===== config.mk =====
export PLATFORM = sky130hd
export DESIGN_NAME = rational_add_reduce_top
export DESIGN_NICKNAME = d
export VERILOG_FILES = /design/src/hw/rtl/rar_pkg.sv /design/src/hw/rtl/rational_add_reduce_top.sv
export SDC_FILE = /design/constraint.sdc
export NUM_CORES = 2
export LEC_CHECK = 0
export BUFFER_PORTS_ARGS = -buffer_cell sky130_fd_sc_hd__buf_2
export CAP_MARGIN = 0
export CORE_ASPECT_RATIO = 1.1
export CORE_UTILIZATION = 65
export CTS_CLUSTER_SIZE = 25
export DETAILED_ROUTE_END_ITERATION = 12
export HOLD_SLACK_MARGIN = 0.06
export PLACE_DENSITY_LB_ADDON = 0.1
export SLEW_MARGIN = 0
export SYNTH_ARGS = -nofsm -noshare
export SYNTH_HDL_FRONTEND = slang
export SYNTH_SLANG_ARGS = --single-unit

===== constraint.sdc =====
create_clock -name clk -period 23 [get_ports clk]
set_input_delay 1.15 -clock clk [delete_from_list [all_inputs] [get_ports clk]]
set_output_delay 1.15 -clock clk [all_outputs]
set_load 0.01 [all_outputs]

===== src/hw/rtl/rar_pkg.sv =====
// Shared types and constants for the rational add-and-reduce block.
// No dependencies; imported by rational_add_reduce_top and the testbench.
package rar_pkg;

	// Fixed widths of the result fields
	localparam int NUM_W = 33;
	localparam int DEN_W = 31;

	// Sequencer states, one-hot
	typedef enum logic [7:0] {
		ST_IDLE   = 8'b0000_0001,
		ST_MUL_AB = 8'b0000_0010,
		ST_MUL_BA = 8'b0000_0100,
		ST_MUL_DD = 8'b0000_1000,
		ST_SETUP  = 8'b0001_0000,
		ST_GCD    = 8'b0010_0000,
		ST_DIV_N  = 8'b0100_0000,
		ST_DIV_D  = 8'b1000_0000
	} rar_state_t;

endpackage


===== src/hw/rtl/rational_add_reduce_top.sv =====
// A zero denominator gives done and den_error straight from idle; otherwise the
// sequencer steps through ST_MUL_AB, ST_MUL_BA, ST_MUL_DD and ST_SETUP, then
// data-dependent binary GCD steps, then two restoring divisions (numerator, then
// denominator) on the shared subtractor, then raises done with the reduced sum.
// One item at a time: start is accepted only in idle.
// Reset clears the sequencer and the done strobe; the receiver cannot stall.
module rational_add_reduce_top
	import rar_pkg::*;
#(
	parameter int OPERAND_BITS = 16
) (
	input  logic                           clk,
	input  logic                           arst_n,
	input  logic                           start,
	output logic                           busy,
	input  logic signed [OPERAND_BITS-1:0] a_num,
	input  logic signed [OPERAND_BITS-1:0] a_den,
	input  logic signed [OPERAND_BITS-1:0] b_num,
	input  logic signed [OPERAND_BITS-1:0] b_den,
	output logic                           done,
	output logic signed [NUM_W-1:0]        sum_num,
	output logic        [DEN_W-1:0]        sum_den,
	output logic                           den_error
);

	localparam int PW = 2 * OPERAND_BITS;        // product width
	localparam int MW = 2 * OPERAND_BITS;        // magnitude width
	localparam int SW = PW + 1;                  // cross sum width
	localparam int CW = $clog2(MW);              // division bit counter
	localparam int KW = $clog2(MW + 1);          // common power-of-two count
	localparam int EW = (MW + 1 > NUM_W) ? MW + 1 : NUM_W;

	rar_state_t state_q;

	logic signed [OPERAND_BITS-1:0] an_q, ad_q, bn_q, bd_q;
	logic signed [PW-1:0] prod_q, acc_q;
	logic [MW-1:0] nmag_q, dmag_q, x_q, y_q, g_q, div_q, rem_q, nq_q;
	logic [KW-1:0] k_q;
	logic [CW-1:0] cnt_q;
	logic          nneg_q, dneg_q;
	logic          done_q, err_q;
	logic signed [NUM_W-1:0] sum_num_q;
	logic        [DEN_W-1:0] sum_den_q;

	// Shared multiplier: operands chosen by the sequencer
	logic signed [OPERAND_BITS-1:0] mul_a, mul_b;
	logic signed [PW-1:0]           mul_p;

	always_comb begin
		mul_a = an_q;
		mul_b = bd_q;
		case (state_q)
			ST_MUL_BA: begin
				mul_a = ad_q;
				mul_b = bn_q;
			end
			ST_MUL_DD: begin
				mul_a = ad_q;
				mul_b = bd_q;
			end
			default: begin
				mul_a = an_q;
				mul_b = bd_q;
			end
		endcase
	end

	assign mul_p = mul_a * mul_b;

	// Cross sum and magnitudes
	logic signed [SW-1:0] num_sum, num_neg;
	logic        [MW-1:0] num_mag;
	logic signed [PW-1:0] den_neg;
	logic        [MW-1:0] den_mag;

	assign num_sum = SW'(acc_q) + SW'(prod_q);
	assign num_neg = -num_sum;
	assign num_mag = num_sum[SW-1] ? num_neg[MW-1:0] : num_sum[MW-1:0];
	assign den_neg = -prod_q;
	assign den_mag = prod_q[PW-1] ? den_neg[MW-1:0] : prod_q[MW-1:0];

	// Shared compare/subtract unit: GCD steps and restoring division
	logic [MW:0]   rem_sh;
	logic [MW:0]   sub_a, sub_b;
	logic [MW+1:0] sub_d;
	logic          sub_ge;

	assign rem_sh = {rem_q, div_q[MW-1]};

	always_comb begin
		if (state_q == ST_GCD) begin
			sub_a = {1'b0, x_q};
			sub_b = {1'b0, y_q};
		end else begin
			sub_a = rem_sh;
			sub_b = {1'b0, g_q};
		end
	end

	assign sub_d  = {1'b0, sub_a} - {1'b0, sub_b};
	assign sub_ge = !sub_d[MW+1];

	// Next remainder and quotient of one division step
	logic [MW-1:0] rem_nx, quo_nx;

	assign rem_nx = sub_ge ? sub_d[MW-1:0] : rem_sh[MW-1:0];
	assign quo_nx = {div_q[MW-2:0], sub_ge};

	// Final sign and masking to the result widths
	logic [EW-1:0] num_ext, num_ext_neg, den_ext;
	logic          res_neg;

	assign num_ext     = EW'(nq_q);
	assign num_ext_neg = -num_ext;
	assign den_ext     = EW'(quo_nx);
	assign res_neg     = (nq_q != '0) && (nneg_q != dneg_q);

	// Sequencer
	always_ff @(posedge clk or negedge arst_n) begin
		if (!arst_n) begin
			state_q <= ST_IDLE;
			done_q  <= 1'b0;
		end else begin
			done_q <= 1'b0;
			case (state_q)
				ST_IDLE: begin
					if (start) begin
						if (a_den == '0 || b_den == '0) begin
							done_q <= 1'b1;
						end else begin
							state_q <= ST_MUL_AB;
						end
					end
				end
				ST_MUL_AB: state_q <= ST_MUL_BA;
				ST_MUL_BA: state_q <= ST_MUL_DD;
				ST_MUL_DD: state_q <= ST_SETUP;
				ST_SETUP:  state_q <= ST_GCD;
				ST_GCD: begin
					if (x_q == '0) begin
						state_q <= ST_DIV_N;
					end
				end
				ST_DIV_N: begin
					if (cnt_q == '0) begin
						state_q <= ST_DIV_D;
					end
				end
				ST_DIV_D: begin
					if (cnt_q == '0) begin
						state_q <= ST_IDLE;
						done_q  <= 1'b1;
					end
				end
				default: state_q <= ST_IDLE;
			endcase
		end
	end

	// Datapath registers
	always_ff @(posedge clk) begin
		case (state_q)
			ST_IDLE: begin
				// capture the item; flag a zero denominator at once
				if (start) begin
					an_q   <= a_num;
					ad_q   <= a_den;
					bn_q   <= b_num;
					bd_q   <= b_den;
					dneg_q <= a_den[OPERAND_BITS-1] ^ b_den[OPERAND_BITS-1];
					if (a_den == '0 || b_den == '0) begin
						err_q     <= 1'b1;
						sum_num_q <= '0;
						sum_den_q <= '0;
					end
				end
			end
			ST_MUL_AB: prod_q <= mul_p;
			ST_MUL_BA: begin
				acc_q  <= prod_q;
				prod_q <= mul_p;
			end
			ST_MUL_DD: begin
				// cross sum done; denominator product comes in now
				nneg_q <= num_sum[SW-1];
				nmag_q <= num_mag;
				x_q    <= num_mag;
				prod_q <= mul_p;
			end
			ST_SETUP: begin
				dmag_q <= den_mag;
				y_q    <= den_mag;
				k_q    <= '0;
			end
			ST_GCD: begin
				// binary GCD: strip twos, then subtract the smaller odd value
				if (x_q == '0) begin
					g_q   <= y_q << k_q;
					div_q <= nmag_q;
					rem_q <= '0;
					cnt_q <= CW'(MW - 1);
				end else if (!x_q[0] && !y_q[0]) begin
					x_q <= x_q >> 1;
					y_q <= y_q >> 1;
					k_q <= k_q + 1'b1;
				end else if (!x_q[0]) begin
					x_q <= x_q >> 1;
				end else if (!y_q[0]) begin
					y_q <= y_q >> 1;
				end else if (sub_ge) begin
					x_q <= sub_d[MW-1:0];
				end else begin
					x_q <= y_q;
					y_q <= x_q;
				end
			end
			ST_DIV_N: begin
				// one quotient bit per cycle; reload for the denominator
				if (cnt_q == '0) begin
					nq_q  <= quo_nx;
					div_q <= dmag_q;
					rem_q <= '0;
					cnt_q <= CW'(MW - 1);
				end else begin
					div_q <= quo_nx;
					rem_q <= rem_nx;
					cnt_q <= cnt_q - 1'b1;
				end
			end
			ST_DIV_D: begin
				if (cnt_q == '0) begin
					err_q     <= 1'b0;
					sum_num_q <= res_neg ? num_ext_neg[NUM_W-1:0] : num_ext[NUM_W-1:0];
					sum_den_q <= den_ext[DEN_W-1:0];
				end else begin
					div_q <= quo_nx;
					rem_q <= rem_nx;
					cnt_q <= cnt_q - 1'b1;
				end
			end
			default: begin
				cnt_q <= cnt_q;
			end
		endcase
	end

	assign busy      = (state_q != ST_IDLE);
	assign done      = done_q;
	assign sum_num   = sum_num_q;
	assign sum_den   = sum_den_q;
	assign den_error = err_q;

endmodule


# Word-level counts from Yosys, hierarchy flattened
# Index checks and enable logic that the tools add are counted.
word_totals:
  out_inout_bits: 67
  reg_bits: 471
  romBits: 0
  latchBits: 0
  mem_bits_rw: 0
  memories: 0
  word_cells: 142
  in_bits: 67
classes:
  bitwise_logic: 1
  div_mod_pow: 0
  reduce_logical: 28
  magnitude_cmp: 0
  eq_ne: 22
  shifts: 1
  n_addsub: 7
  n_mul: 1
  muxes: 57
ops:
  columns: ["op", "count"]
  rows:
  - ["$mux 32", 20]
  - ["$pmux 32 s3", 2]
  - ["$mux 33", 5]
  - ["$pmux 32 s2", 2]
  - ["$mux 31", 3]
  - ["$pmux 33 s2", 1]
  - ["$neg 32->32", 2]
  - ["$pmux 8 s8", 1]
  - ["$pmux 31 s2", 1]
  - ["$mux 8", 5]
  - ["$sub 33x33->34", 1]
  - ["$add 32x32->33", 1]
  - ["$neg 32->33", 1]
  - ["$logic_not 16->1", 2]
  - ["$logic_not 32->1", 1]
  - ["$mul 16x16->32", 1]
  - ["$mux 16", 2]
  - ["$reduce_bool 32->1", 1]
  - ["$shl 32x6->32", 1]
  - ["$mux 5", 3]
  - ["$pmux 5 s3", 1]
  - ["$ne 2x2->1 const B", 7]
  - ["$mux 6", 2]
  - ["$pmux 6 s2", 1]
  - ["30 further kinds", 50]

# Longest topological paths before layout
logic_depth:
  depth_word: 9
  ltp_mapped: 32
  mapped_depth_nobuf: 30

# Worst setup path before layout
# Ideal clock, no wire load.
synth_path:
  path_kind: "register -> register"
  from: "reg state_q[6]"
  to: "reg prod_q[31] (data pin)"
  n_path_buf: 3
  setup_ns: 0.260
  t_arrival_ns: 8.274
  stages_incl_launch_ff: 32
  synth_period_minus_slack_ns: 8.533
  required_ns: 22.740
  setup_slack_ns: 14.467
  cell_sequence: "dfrtp_1 -> nor4_1 -> nand4b_1 -> clkbuf_1 -> inv_1 -> clkbuf_1 -> nand2_1 -> nand2_1 -> clkbuf_1 -> nand2_1 -> fa_1 -> inv_1 -> fa_1 -> inv_1 -> fa_1 -> inv_1 -> fa_1 -> fa_1 -> inv_1 -> fa_1 -> inv_1 -> ha_1 -> a21o_1 -> a21oi_1 -> nor3b_1 -> o211ai_1 -> a31oi_1 -> o31ai_1 -> a311o_1 -> a21o_1 -> a21oi_1 -> xnor2_1"
synth_via:
  elab_chain_len: 4
  word_cells_on_any_way: 6
  classes_between: "1 x mul; 2 x eq/ne; 2 x mux; 1 x reduce/logical"
synth_rtl:
  columns: ["element", "line", "rtl"]
  rows:
  - ["from (decl)", "rational_add_reduce_top.sv:33", "rar_state_t state_q;"]
  - ["from (signal assigned)", "rational_add_reduce_top.sv:121", "state_q <= ST_IDLE;"]
  - ["from (signal assigned)", "rational_add_reduce_top.sv:131", "state_q <= ST_MUL_AB;"]
  - ["from (signal assigned)", "rational_add_reduce_top.sv:135", "ST_MUL_AB: state_q <= ST_MUL_BA;"]
  - ["$eq 8x4->1 / $eq 8x3->1 (equally long branches)", "rational_add_reduce_top.sv:52", "case (state_q)"]
  - ["$reduce_or 2->1 (no source line)", null, null]
  - ["$mux 16", "rational_add_reduce_top.sv:52", null]
  - ["$mul 16x16->32 (*)", "rational_add_reduce_top.sv:68", "assign mul_p = mul_a * mul_b;"]
  - ["named net mul_p[31]", "rational_add_reduce_top.sv:47", "logic signed [PW-1:0] mul_p;"]
  - ["to (signal assigned)", "rational_add_reduce_top.sv:178", "ST_MUL_AB: prod_q <= mul_p;"]
  - ["to (signal assigned)", "rational_add_reduce_top.sv:181", "prod_q <= mul_p;"]
  - ["to (signal assigned)", "rational_add_reduce_top.sv:188", "prod_q <= mul_p;"]
  - ["to (decl)", "rational_add_reduce_top.sv:36", "logic signed [PW-1:0] prod_q, acc_q;"]
# Mark *: on every way through the listed nets, which the timed path passes. The rest lies on a longest branch.
# A chain may end at the register's enable or synchronous reset.

# Worst setup path in the final report
# Ends and elaborated chain as after synthesis.

==> impl_metrics.tcl <==
set metrics [dict create \
    status "complete, no violations" \
    first_global_vias 27500 \
    grt_max_degree 137 \
    root_buffer "clkbuf_16" \
    ios 134 \
    postSynthCellCount 3449 \
    rsz0062_at_grt "no" \
    crit_family "adder cells" \
    synth.avg_cell_area_um2 10.3 \
    synth.cell_area_mm2 0.0356 \
    yosysWarningCount 0 \
    rows 89 \
    post_drt_wl_per_cell_um 24.4 \
    grt_pass1_wl_mm 158 \
    nets 4006 \
    areaGrowthSynthToFinish_pct 8.20 \
    finalWeightedCongestion 1.00 \
    synth_edf_count 462 \
    cp-start-kind "register" \
    vias_per_cell 6.42 \
    postCtsHoldBufs 0 \
    crit_fanout 31 \
    ys_ff_latch 471 \
    critical_path.startpoint "state_q[6]" \
    synth_area_leaders "edfxtp_1, fa_1, ha_1" \
    dieArea_mm2 0.0558 \
    dp_hpwl_mm 78.9 \
    final_common_cell "edfxtp_1" \
    layout_setup_ws_ps 13690 \
    vias 27500 \
    place_ws_ps 13870 \
    path_clk_slew_ps 70 \
    setup_viol 0 \
    numCtsBuffers 49 \
    finalWirelength_mm 105 \
    core_area_mm2 0.0539 \
    portBuffers 133 \
    cp_common_cell "fa_1" \
    post-route-min-period_ps 9310 \
    drt-pass1-iter-count 8 \
    dieHeight_um 248 \
    drt_iter0_markers 3298 \
    synth_cell_type_count 100 \
    cts_buffer_depth 3 \
    finalCritPeriodShare_pct 40.5 \
    fin_tns_setup_ps 0 \
    r2r-start "state_q[6]" \
    ys_seq_area_share_pct 39.6 \
    max_freq_mhz 107 \
    overflow 0 \
    crit_arrival_ps 9640 \
    cpPeakStageDelay_ps 990 \
    worstSetupPathType "reg -> reg" \
    hp-class "in -> async" \
    cts_max_level 2 \
    tritoncts "built" \
    path_buf_inv 6 \
    cts_setup_buffers 0 \
    cpMaxStageDelayCell "mux2i_1" \
    cts_resized 0 \
    cts_sinks 471 \
    hold_viol_final 0 \
    synth_ff_type "edfxtp_1" \
    synth_top_area_share_pct 38.9 \
    report.final.slew_viol_count 0 \
    worst_pin_slew_ps 1150 \
    track_usage_pct 38.0 \
    crit_path_end_kind "register" \
    timing.rr.end "prod_q[31]" \
    fin_skew_ps 42.7 \
    drc 0 \
    reg2regPathDepth 28 \
    syn_nets 3931 \
    relSlewSlack_pct 21.3 \
    cp_data_required_time_ps 23340 \
    yosysTopAreaCell "edfxtp_1" \
    antenna_cells 0 \
    maxCapViolations 0 \
    insertion_delay_ps 620 \
    die_w_um 225 \
    antenna_found_initial 0 \
    r2r_slack_ps 13690 \
    ys_async_sr_fraction_pct 1.91 \
    drive_above_1_share_pct 9.71 \
    layout.cells.most_common_list "edfxtp_1, nand2_1, inv_1, nor2_1, fa_1" \
    initial_core_util_pct 66.1 \
    ant_nets 0 \
]
==> cell type report <==
cell class | count | area (um^2)
Inverter | 359 | 1350
Sequential cell | 471 | 14100
Fill cell | 3905 | 15300
Tap cell | 728 | 911
Clock buffer | 56 | 1250
Multi-Input combinational cell | 2473 | 19700
Clock inverter | 33 | 305
Timing Repair Buffer | 170 | 956
==> flip-flops by register name, summed over array words and instances, names as in the netlist <==
name	count
ad_q	16
bn_q	16
nneg_q	1
state_q	8
acc_q	32
x_q	32
bd_q	16
nq_q	32
rem_q	32
div_q	32
an_q	16
done	1
sum_den	31
k_q	6
g_q	32
cnt_q	5
sum_num	33
nmag_q	32
den_error	1
dneg_q	1
dmag_q	32
prod_q	32
y_q	32
==> kinds of logic (layout without fill, tap and decap cells) <==
kind of cell	count (synthesis)	in the layout	synth area share [%]
adder cells (fa/ha/maj)	415	415	20.1
buffers and inverters	505	618	5.49
AO/OA/AOI/OAI	618	618	11.7
flip-flops	471	471	39.6
XOR/XNOR	172	172	4.23
AND/OR/NAND/NOR	1109	1109	13.9
multiplexers	159	159	5.05
==> cell usage after synthesis, types with 13 or more instances <==
master    instances
nand2_1         451
o31ai_1          19
nor2_1          358
inv_1           356
clkbuf_1         97
mux2_2           25
and3_1           22
o211ai_1         13
o21a_1           18
mux4_2           14
or2_2            16
nand2b_1         20
a222oi_1         31
fa_1            264
xor2_1           57
nor4_1           31
nand3_1          33
edfxtp_1        462
buf_1            23
or3_1            21
buf_2            18
a21o_1           58
nand4_1          14
a21oi_1         222
o21ai_0          89
nor2b_1          19
mux2i_1         120
and2_1           47
xnor2_1         115
a31oi_1          15
a211oi_1         38
ha_1            151
nor3_1           33
==> how the worst max path moves through the flow <==
stage / endpoint / slack (ps) / cells after the start
after floorplan: prod_q[31] / 14470 / 31
after global placement: prod_q[31] / 14180 / 28
after detailed placement: prod_q[31] / 13870 / 28
after CTS: prod_q[31] / 13800 / 28
after global routing: prod_q[31] / 13320 / 28
final: prod_q[31] / 13690 / 28
==> stage by stage <==
| stage | util (%) | instances | hold WS, ps | cell area [um^2] |
|---|---|---|---|---|
| after floorplan | - | 3449 | 427 | 35600 |
| after global placement | 68.6 | 4200 | 442 | 37000 |
| after detailed placement | 68.6 | 4200 | 449 | 37000 |
| after CTS | 71.5 | 4289 | 392 | 38500 |
| after global routing | 71.5 | 4290 | 414 | 38500 |
| final | 71.5 | 4290 | 417 | 38500 |
==> per-layer routing <==
layer	up-vias	wire length (um)	GRT usage (%)
li1	12100	-	-
met1	13400	37700	46.7
met2	1641	51100	64.7
met3	338	9130	4.77
met4	0	6810	22.2
met5	-	0	0
Power is not shown: default switching activity piles up to over one toggle a cycle in this logic, so the estimate is an artifact.
